## src/design/pfh_pkg.sv

```systemverilog
// Package for the PETSCII file name converter: state codes, character
// constants and the PETSCII-to-host character mapping functions.
// Depends on nothing.
package pfh_pkg;

  typedef enum logic [2:0] {
    ST_LOAD,
    ST_NAME,
    ST_DOT,
    ST_EXT0,
    ST_EXT1,
    ST_EXT2,
    ST_TERM
  } pfh_state_t;

  localparam logic [7:0] PAD_SPACE   = 8'h20;
  localparam logic [7:0] PAD_SHIFTED = 8'ha0;

  localparam logic [7:0] CH_SLASH   = 8'h2f;
  localparam logic [7:0] CH_BSLASH  = 8'h5c;
  localparam logic [7:0] CH_QUEST   = 8'h3f;
  localparam logic [7:0] CH_PERCENT = 8'h25;
  localparam logic [7:0] CH_STAR    = 8'h2a;
  localparam logic [7:0] CH_COLON   = 8'h3a;
  localparam logic [7:0] CH_PIPE    = 8'h7c;
  localparam logic [7:0] CH_QUOTE   = 8'h22;
  localparam logic [7:0] CH_LT      = 8'h3c;
  localparam logic [7:0] CH_GT      = 8'h3e;
  localparam logic [7:0] PRINT_LO   = 8'h20;
  localparam logic [7:0] PRINT_HI   = 8'h7e;

  localparam logic [6:0] OUT_UNDERSCORE = 7'h5f;
  localparam logic [6:0] OUT_DOT        = 7'h2e;
  localparam logic [6:0] OUT_TERM       = 7'h00;

  function automatic logic is_pad(input logic [7:0] b);
    return (b == PAD_SPACE) || (b == PAD_SHIFTED);
  endfunction

  function automatic logic [7:0] map_pet(input logic [7:0] p);
    logic [7:0] c;
    c = p;
    if (p >= 8'h41 && p <= 8'h5a) begin
      c = p + 8'h20;
    end else if (p >= 8'h60 && p <= 8'h7f) begin
      c = p + 8'h60;
    end else if (p == 8'ha0) begin
      c = 8'h20;
    end else if (p == 8'hc0) begin
      c = 8'h60;
    end else if (p >= 8'hc1 && p <= 8'hda) begin
      c = p - 8'h80;
    end else if (p >= 8'he0) begin
      c = p - 8'h40;
    end else if (p == 8'h03) begin
      c = 8'h1b;
    end else if (p == 8'h08) begin
      c = 8'h14;
    end else if (p == 8'h09) begin
      c = 8'h15;
    end else if (p == 8'h14) begin
      c = 8'h08;
    end else if (p == 8'h8d) begin
      c = 8'h0d;
    end
    return c;
  endfunction

  function automatic logic [6:0] host_char(input logic [7:0] p, input logic win);
    logic [7:0] c;
    logic       bad;
    c   = map_pet(p);
    bad = (c < PRINT_LO) || (c > PRINT_HI) || (c == CH_SLASH);
    if (win) begin
      bad = bad || (c == CH_BSLASH) || (c == CH_QUEST) || (c == CH_PERCENT) ||
            (c == CH_STAR) || (c == CH_COLON) || (c == CH_PIPE) ||
            (c == CH_QUOTE) || (c == CH_LT) || (c == CH_GT);
    end
    return bad ? OUT_UNDERSCORE : c[6:0];
  endfunction

endpackage

```

## src/design/pfh_in_if.sv

```systemverilog
// Input channel of the PETSCII file name converter: one padded name byte
// per beat, with the extension fields. Depends on nothing.
interface pfh_in_if;
  logic        valid;
  logic        ready;
  logic [7:0]  name_byte;
  logic        ext_enable;
  logic [23:0] ext_chars;

  modport source(output valid, output name_byte, output ext_enable,
                 output ext_chars, input ready);
  modport sink(input valid, input name_byte, input ext_enable,
               input ext_chars, output ready);
endinterface

```

## src/design/pfh_out_if.sv

```systemverilog
// Result channel of the PETSCII file name converter: one host file name
// character per beat. Depends on nothing.
interface pfh_out_if;
  logic       valid;
  logic       ready;
  logic [6:0] out_char;
  logic       out_last;

  modport source(output valid, output out_char, output out_last, input ready);
  modport sink(input valid, input out_char, input out_last, output ready);
endinterface

```

## src/design/pfh_name_store.sv

```systemverilog
// Name byte memory: one write port, one synchronous read port with a
// registered output, and write-to-read forwarding. Depends on nothing.
module pfh_name_store #(
  parameter int DEPTH = 16,
  parameter int AW    = 4
) (
  input  logic          clk,
  input  logic          wr_en,
  input  logic [AW-1:0] wr_addr,
  input  logic [7:0]    wr_data,
  input  logic          rd_en,
  input  logic [AW-1:0] rd_addr,
  output logic [7:0]    rd_data
);

  logic [7:0] mem [DEPTH];
  logic [7:0] rd_data_r;

  always_ff @(posedge clk) begin
    if (wr_en) begin
      mem[wr_addr] <= wr_data;
    end
  end

  always_ff @(posedge clk) begin
    if (rd_en) begin
      if (wr_en && (wr_addr == rd_addr)) begin
        rd_data_r <= wr_data;
      end else begin
        rd_data_r <= mem[rd_addr];
      end
    end
  end

  assign rd_data = rd_data_r;

endmodule

```

## src/design/petscii_filename_to_host_top.sv

```systemverilog
// Top level of the PETSCII file name to host file name converter.
// Depends on pfh_pkg, pfh_in_if, pfh_out_if and pfh_name_store.
//
//   Channel  Direction  Beat contents
//   in_ch    in         name_byte, ext_enable, ext_chars (one name byte)
//   out_ch   out        out_char, out_last (one host character)
//   cfg_*    in         cfg_wr_data (windows_host_rules), no handshake
//
// A name loads one byte per beat. Padding is tracked as the bytes arrive,
// so the name memory is read out right after the final byte, one character
// per cycle through its single read port while out_ch is ready. A name of
// K kept bytes gives K + 1 characters, or K + 5 with an extension. Input
// is refused while a name is being emitted; the output register lets the
// next name load while the terminator waits.
// Reset is synchronous and needs no clearing pass.
module petscii_filename_to_host_top #(
  parameter int NAME_LEN = 16
) (
  input  logic clk,
  input  logic rst_n,
  pfh_in_if.sink    in_ch,
  pfh_out_if.source out_ch,
  input  logic cfg_wr_en,
  input  logic cfg_wr_data
);
  import pfh_pkg::*;

  localparam int CW = $clog2(NAME_LEN + 1);
  localparam int AW = (NAME_LEN > 1) ? $clog2(NAME_LEN) : 1;
  localparam logic [CW-1:0] LAST_IDX = CW'(NAME_LEN - 1);
  localparam logic [CW-1:0] LEN      = CW'(NAME_LEN);
  localparam logic [CW-1:0] ONE      = CW'(1);

  pfh_state_t state_r, state_nxt;
  logic [CW-1:0] load_cnt_r, load_cnt_nxt;
  logic [CW-1:0] lead_r, lead_nxt;
  logic [CW-1:0] trail_r, trail_nxt;
  logic          all_pad_r, all_pad_nxt;
  logic [CW-1:0] idx_r, idx_nxt;
  logic [CW-1:0] end_r, end_nxt;
  logic          ext_on_r, ext_on_nxt;
  logic [23:0]   ext_chars_r, ext_chars_nxt;
  logic          win_r;
  logic          out_valid_r, out_valid_nxt;
  logic [6:0]    out_char_r, out_char_nxt;
  logic          out_last_r, out_last_nxt;

  logic          byte_pad;
  logic [CW-1:0] lead_now, trail_now, first_now;
  logic          all_pad_now, ext_on_now;
  logic          out_free, load_fire;
  logic [7:0]    rd_data;
  pfh_state_t    after_name;

  assign in_ch.ready  = (state_r == ST_LOAD);
  assign load_fire    = in_ch.valid && in_ch.ready;
  assign out_free     = !out_valid_r || out_ch.ready;
  assign out_ch.valid    = out_valid_r;
  assign out_ch.out_char = out_char_r;
  assign out_ch.out_last = out_last_r;

  pfh_name_store #(
    .DEPTH(NAME_LEN),
    .AW   (AW)
  ) u_store (
    .clk    (clk),
    .wr_en  (load_fire),
    .wr_addr(load_cnt_r[AW-1:0]),
    .wr_data(in_ch.name_byte),
    .rd_en  (idx_nxt < LEN),
    .rd_addr(idx_nxt[AW-1:0]),
    .rd_data(rd_data)
  );

  always_comb begin
    byte_pad    = is_pad(in_ch.name_byte);
    all_pad_now = all_pad_r && byte_pad;
    lead_now    = all_pad_now ? lead_r + ONE : lead_r;
    trail_now   = byte_pad ? trail_r : load_cnt_r + ONE;
    first_now   = all_pad_now ? '0 : lead_now;
    ext_on_now  = in_ch.ext_enable && (in_ch.ext_chars[23:16] != 8'h00);
    after_name  = ext_on_r ? ST_DOT : ST_TERM;
  end

  always_comb begin
    state_nxt     = state_r;
    load_cnt_nxt  = load_cnt_r;
    lead_nxt      = lead_r;
    trail_nxt     = trail_r;
    all_pad_nxt   = all_pad_r;
    idx_nxt       = idx_r;
    end_nxt       = end_r;
    ext_on_nxt    = ext_on_r;
    ext_chars_nxt = ext_chars_r;
    out_valid_nxt = out_valid_r && !out_ch.ready;
    out_char_nxt  = out_char_r;
    out_last_nxt  = out_last_r;
    case (state_r)
      ST_LOAD: begin
        if (in_ch.valid) begin
          if (load_cnt_r == LAST_IDX) begin
            load_cnt_nxt  = '0;
            lead_nxt      = '0;
            trail_nxt     = '0;
            all_pad_nxt   = 1'b1;
            idx_nxt       = first_now;
            end_nxt       = trail_now;
            ext_on_nxt    = ext_on_now;
            ext_chars_nxt = in_ch.ext_chars;
            if (first_now < trail_now) begin
              state_nxt = ST_NAME;
            end else if (ext_on_now) begin
              state_nxt = ST_DOT;
            end else begin
              state_nxt = ST_TERM;
            end
          end else begin
            load_cnt_nxt = load_cnt_r + ONE;
            lead_nxt     = lead_now;
            trail_nxt    = trail_now;
            all_pad_nxt  = all_pad_now;
          end
        end
      end
      ST_NAME: begin
        if (out_free) begin
          out_valid_nxt = 1'b1;
          out_char_nxt  = host_char(rd_data, win_r);
          out_last_nxt  = 1'b0;
          idx_nxt       = idx_r + ONE;
          if (idx_r + ONE == end_r) begin
            state_nxt = after_name;
          end
        end
      end
      ST_DOT: begin
        if (out_free) begin
          out_valid_nxt = 1'b1;
          out_char_nxt  = OUT_DOT;
          out_last_nxt  = 1'b0;
          state_nxt     = ST_EXT0;
        end
      end
      ST_EXT0: begin
        if (out_free) begin
          out_valid_nxt = 1'b1;
          out_char_nxt  = ext_chars_r[22:16];
          out_last_nxt  = 1'b0;
          state_nxt     = ST_EXT1;
        end
      end
      ST_EXT1: begin
        if (out_free) begin
          out_valid_nxt = 1'b1;
          out_char_nxt  = ext_chars_r[14:8];
          out_last_nxt  = 1'b0;
          state_nxt     = ST_EXT2;
        end
      end
      ST_EXT2: begin
        if (out_free) begin
          out_valid_nxt = 1'b1;
          out_char_nxt  = ext_chars_r[6:0];
          out_last_nxt  = 1'b0;
          state_nxt     = ST_TERM;
        end
      end
      ST_TERM: begin
        if (out_free) begin
          out_valid_nxt = 1'b1;
          out_char_nxt  = OUT_TERM;
          out_last_nxt  = 1'b1;
          state_nxt     = ST_LOAD;
        end
      end
      default: begin
        state_nxt = ST_LOAD;
      end
    endcase
  end

  always_ff @(posedge clk) begin
    if (!rst_n) begin
      state_r     <= ST_LOAD;
      load_cnt_r  <= '0;
      lead_r      <= '0;
      trail_r     <= '0;
      all_pad_r   <= 1'b1;
      idx_r       <= '0;
      end_r       <= '0;
      ext_on_r    <= 1'b0;
      out_valid_r <= 1'b0;
      win_r       <= 1'b0;
    end else begin
      state_r     <= state_nxt;
      load_cnt_r  <= load_cnt_nxt;
      lead_r      <= lead_nxt;
      trail_r     <= trail_nxt;
      all_pad_r   <= all_pad_nxt;
      idx_r       <= idx_nxt;
      end_r       <= end_nxt;
      ext_on_r    <= ext_on_nxt;
      out_valid_r <= out_valid_nxt;
      if (cfg_wr_en) begin
        win_r <= cfg_wr_data;
      end
    end
  end

  always_ff @(posedge clk) begin
    ext_chars_r <= ext_chars_nxt;
    out_char_r  <= out_char_nxt;
    out_last_r  <= out_last_nxt;
  end

endmodule

```

## src/flat_wrapper.sv

```systemverilog
// flat-port wrapper written by rule: the top's interface ports become plain ports
module petscii_filename_to_host_top_flat import pfh_pkg::*;
#(
  parameter int NAME_LEN = 16
)
  (clk, rst_n, cfg_wr_en, cfg_wr_data, in_ch_valid, in_ch_name_byte, in_ch_ext_enable, in_ch_ext_chars, in_ch_ready, out_ch_valid, out_ch_out_char, out_ch_out_last, out_ch_ready);
  pfh_in_if in_ch_i ();
  pfh_out_if out_ch_i ();
  input  logic clk;
  input  logic rst_n;
  input  logic cfg_wr_en;
  input  logic cfg_wr_data;
  input wire logic [$bits(in_ch_i.valid)-1:0] in_ch_valid;
  input wire logic [$bits(in_ch_i.name_byte)-1:0] in_ch_name_byte;
  input wire logic [$bits(in_ch_i.ext_enable)-1:0] in_ch_ext_enable;
  input wire logic [$bits(in_ch_i.ext_chars)-1:0] in_ch_ext_chars;
  output wire logic [$bits(in_ch_i.ready)-1:0] in_ch_ready;
  output wire logic [$bits(out_ch_i.valid)-1:0] out_ch_valid;
  output wire logic [$bits(out_ch_i.out_char)-1:0] out_ch_out_char;
  output wire logic [$bits(out_ch_i.out_last)-1:0] out_ch_out_last;
  input wire logic [$bits(out_ch_i.ready)-1:0] out_ch_ready;
  assign in_ch_i.valid = in_ch_valid;
  assign in_ch_i.name_byte = in_ch_name_byte;
  assign in_ch_i.ext_enable = in_ch_ext_enable;
  assign in_ch_i.ext_chars = in_ch_ext_chars;
  assign in_ch_ready = in_ch_i.ready;
  assign out_ch_valid = out_ch_i.valid;
  assign out_ch_out_char = out_ch_i.out_char;
  assign out_ch_out_last = out_ch_i.out_last;
  assign out_ch_i.ready = out_ch_ready;
  petscii_filename_to_host_top #(.NAME_LEN(NAME_LEN)) u_core (.clk(clk), .rst_n(rst_n), .in_ch(in_ch_i), .out_ch(out_ch_i), .cfg_wr_en(cfg_wr_en), .cfg_wr_data(cfg_wr_data));
endmodule
```

## config.mk

```make
export PLATFORM = sky130hd
export DESIGN_NAME = petscii_filename_to_host_top_flat
export DESIGN_NICKNAME = d
export VERILOG_FILES = /design/src/design/pfh_pkg.sv /design/src/design/pfh_in_if.sv /design/src/design/pfh_out_if.sv /design/src/design/pfh_name_store.sv /design/src/design/petscii_filename_to_host_top.sv /design/src/flat_wrapper.sv
export SDC_FILE = /design/constraint.sdc
export NUM_CORES = 1
export LEC_CHECK = 0
export ABC_CLOCK_PERIOD_IN_PS = 4250
export BUFFER_PORTS_ARGS = -buffer_cell sky130_fd_sc_hd__buf_2
export CORE_MARGIN = 10
export CORE_UTILIZATION = 46
export DETAILED_ROUTE_END_ITERATION = 16
export GPL_TIMING_DRIVEN = 0
export PLACE_DENSITY_LB_ADDON = 0.25
export SYNTH_ARGS = -nofsm -noshare
export SYNTH_HDL_FRONTEND = slang
export SYNTH_HIERARCHICAL = 1
export SYNTH_SLANG_ARGS = --single-unit
```

## constraint.sdc

```tcl
create_clock -name clk -period 4.25 [get_ports clk]
set_clock_uncertainty 0.15 [all_clocks]
set_input_delay 0.2125 -clock clk [delete_from_list [all_inputs] [get_ports clk]]
set_output_delay 0.2125 -clock clk [all_outputs]
set_load 0.05 [all_outputs]
```

==> out/summary.md <==
The flow ran to the end, and the final reports show no timing, DRC or antenna violations. Synthesis handed over a netlist of 665 instances. The critical path goes through clkbuf_1 -> or2_0 -> nor2_2 -> nand2_1 -> clkinv_2 -> nand2_4 -> a21oi_1 -> a221o_1 -> buf_2 -> clkbuf_2 -> mux4_1 -> mux2i_1 -> mux2i_1 -> mux2_2. TritonCTS created 17 clock buffers. The number of antenna diodes in the final layout is 0.

For the total global routing overflow, the log shows 0. In this run the tool buffered the top-level ports with 46 buffer cells. Master of the slowest instance on the critical path: mux4_1.

STA puts the critical path data required time at 4.27 ns. The die covers 26000 um2. The critical path's most frequent cell is mux2i_1.

The width of the die works out to 161 um. The clock net in this run drives a total of 197 sinks. Clock-pin slew was measured on the worst setup and hold paths at 0.08 ns.

The actual transition at the worst max-transition pin was 1.32 ns. In this run the deepest clock path goes through 2 buffers. The tools report the normalized max-slew margin as 0.113. The starting DRC count in detailed routing came out at 433. The initial standard-cell utilization of the core is 0.470, and the number of max-cap violations is 0.

The total via count in the routed design was 6059. Area share of the largest cell type after synthesis: 0.540. Setup violations remaining at the end of the flow were counted as 0. Synthesis produced a netlist with a net count of 721. Cell class contributing the biggest share of worst-path delay: multiplexers. The run gives 0 as the final routed DRC violation total. The first detailed-routing pass took 6 iterations. Clock latency on the worst-skew pair, taken at its later pin, is 0.43 ns. The logs give 0 for the max-slew violation total from the final report and 0.889 for the final weighted congestion of routability-driven global placement.

TritonCTS built the clock tree. The critical setup path kind was register to register. Of all cell types, the one taking the most synthesized area is edfxtp_1.

The netlist uses 70 different library cells. The run gives 0 as the final hold violation count. The most frequently used cell type in the post-synthesis netlist was edfxtp_1. The first global-routing pass estimated 32900 um of wire. In this run the standard cell core region covers 19500 um2. After synthesis, the cell types taking the most area are edfxtp_1 54%, dfxtp_1 7.0%, mux4_1 6.6%. In this run the power density over the cells is 397 nW/um2.

For this design the static power due to leakage is 3.56 nW. The ratio of cells with drive above 1 in the final layout was 0.159; the via count of the first global-routing pass was 5984. For the total of fill cells in the finished design, the log shows 1582. In this run the number of H-tree levels came out at 4.

The post-route fraction of the period consumed by the critical path works out to 0.953. The run gives 4.07 ns as the worst path arrival time. The total half-perimeter wirelength after legalization and detailed placement came out at 13800 um. Setup repair after global routing left no endpoint under its margin. Summing all non-filler instances in the final layout gives an area of 10700 um2.

Static timing analysis puts the maximum clock frequency at 247 MHz. The share of async-settable or async-resettable flops after synthesis is 0, and the floorplan die height is 161 um. The nature of the critical path startpoint was a register. Across all register-to-register paths, the minimum setup slack is 0.20 ns. The tightest min-delay check is of the input pin to register type. After detailed placement, the total cell area comes to 9740 um2.

Ranked by instance count, the synthesized netlist is headed by 165 x edfxtp_1, 53 x nor2_1, 35 x nand2_1. The largest net degree at the start of global routing was 21; the initial antenna violation count was 0. Summed over all layers, the routed wires come to 20600 um. The global router's overall resource usage came out at 0.159. The logs give 51 for the number of rows in the core area and 3350 um2 for the footprint of the multi-input gates. The sequential share of the synthesized area was 0.610. The area growth from synthesis to layout is 16.6%. The tools report the worst vdd rail ir drop as 0.361 mV. The tools report the endpoint class of the critical path as a register. The average instance in the mapped netlist occupies 13.8 um2.

The number of synthesis warnings is 6. The tools report the count of antenna-violating nets left after detailed routing as 0. The delay of the slowest cell on the worst path was 0.37 ns; the per-cell routed wire length was 19.9 um.

Across the whole layout, storage elements account for 5600 um2. For this run, the post-layout net count is 817. The via count normalized by instance count is 5.83, and the total power of the final layout is 4.24 mW. In this run the worst path has a maximum fanout of 10. The time the worst path needs with I/O delays and setup is 4.05 ns, and the count of flip-flops with a built-in enable after synthesis is 165. Pin placement for this block handled 49 I/O pins. Together, buffers and inverters on the worst path number 4. The cell area that synthesis handed to floorplanning was 9170 um2. The register bit count reported by yosys was 197. The tree is rooted in a clkbuf_16.

The most used flip-flop cell after synthesis is edfxtp_1.
[routing by layer]
metal  vias up  GRT usage  share of wire
li1       2811          -              -
met1      3011      0.206           0.43
met2       217      0.260           0.50
met3        20     0.0386          0.059
met4         0     0.0443          0.013
met5         -          0              0
[through the flow]
stage / hold WS, ns / setup slack [ns] / util / TNS [ns] / std cells
floorplan: 0.134 / 0.0904 / - / 0 / 665
global route: 0.0231 / 0.0204 / 0.548 / 0 / 1039
detailed placement: 0.241 / -0.593 / 0.499 / -4.31 / 976
global placement: 0.239 / -0.529 / 0.499 / -3.77 / 976
CTS: 0.0154 / 0.111 / 0.546 / 0 / 1034
finish: 0.0301 / 0.199 / 0.548 / 0 / 1039
[tightest hold or removal path, delay by kind of cell]
family,cells,cell delay (ns)
AND/OR/NAND/NOR,1,0.07
buffers and inverters,1,0.10
AO/OA/AOI/OAI,2,0.18
[power by group]
group / switching, mW / internal, mW
clock network: 0.754 / 0.968
logic: 0.224 / 0.146
registers: 0.0225 / 2.13
total: 1.00 / 3.24
[cells by family after synthesis]
logic type | share of synthesized area
AO/OA/AOI/OAI | 0.0910
XOR/XNOR | 0.0134
adder cells (fa/ha/maj) | 0.0232
buffers and inverters | 0.0258
flip-flops | 0.610
multiplexers | 0.130
AND/OR/NAND/NOR | 0.107
[final timing paths]
kind                                        start                         to  cells past startpoint
worst max-delay path            u_core/state_r[2]  u_core/u_store/rd_data[1]                     14
worst min-delay path             in_ch_ext_enable            u_core/ext_on_r                      4
worst max register to register  u_core/state_r[2]  u_core/u_store/rd_data[1]                     14
worst min register to register    u_core/ext_on_r            u_core/ext_on_r                      2
[cells in the final DEF, fill, tap and decap left out, types with 23 or more instances in the layout]
| cell | n |
|---|---|
| a21oi_1 | 33 |
| buf_2 | 50 |
| clkbuf_1 | 24 |
| dfxtp_1 | 32 |
| dlygate4sd3_1 | 25 |
| edfxtp_1 | 165 |
| mux2i_1 | 28 |
| mux4_1 | 23 |
| nand2_1 | 34 |
| nor2_1 | 52 |
| o21ai_0 | 31 |
[registers in the layout, indices dropped and copies added (netlist names)]
| register | cells |
|---|---|
| u_core/out_ch.valid | 1 |
| u_core/out_ch.out_last | 1 |
| u_core/all_pad_r | 1 |
| u_core/out_ch.out_char | 7 |
| u_core/trail_r | 5 |
| u_core/ext_chars_r | 21 |
| u_core/win_r | 1 |
| u_core/lead_r | 5 |
| u_core/end_r | 5 |
| u_core/load_cnt_r | 5 |
| u_core/idx_r | 5 |
| u_core/state_r | 3 |
| u_core/u_store/mem | 128 |
| u_core/u_store/rd_data | 8 |
| u_core/ext_on_r | 1 |
[layout make-up]
class / count / share of cell area
Timing Repair Buffer: 76 / 0.0484
Timing Repair inverter: 1 / 0.000468
Clock buffer: 18 / 0.0401
Sequential cell: 197 / 0.523
Inverter: 16 / 0.00608
Buffer: 36 / 0.0168
Multi-Input combinational cell: 416 / 0.313
Tap cell: 265 / 0.0310
Clock inverter: 14 / 0.0209
[repair_timing]
item | 4_1_cts | 5_1_grt
buffers inserted | 0 | 3
hold buffers | 25 | 0
resized for setup | 7 | 1
pin swaps | 0 | 1
endpoints found under the setup margin | 8 | 8
gates cloned | 1 | 0
hold endpoints to repair | 29 | 0
(Power assumes the default switching activity.)
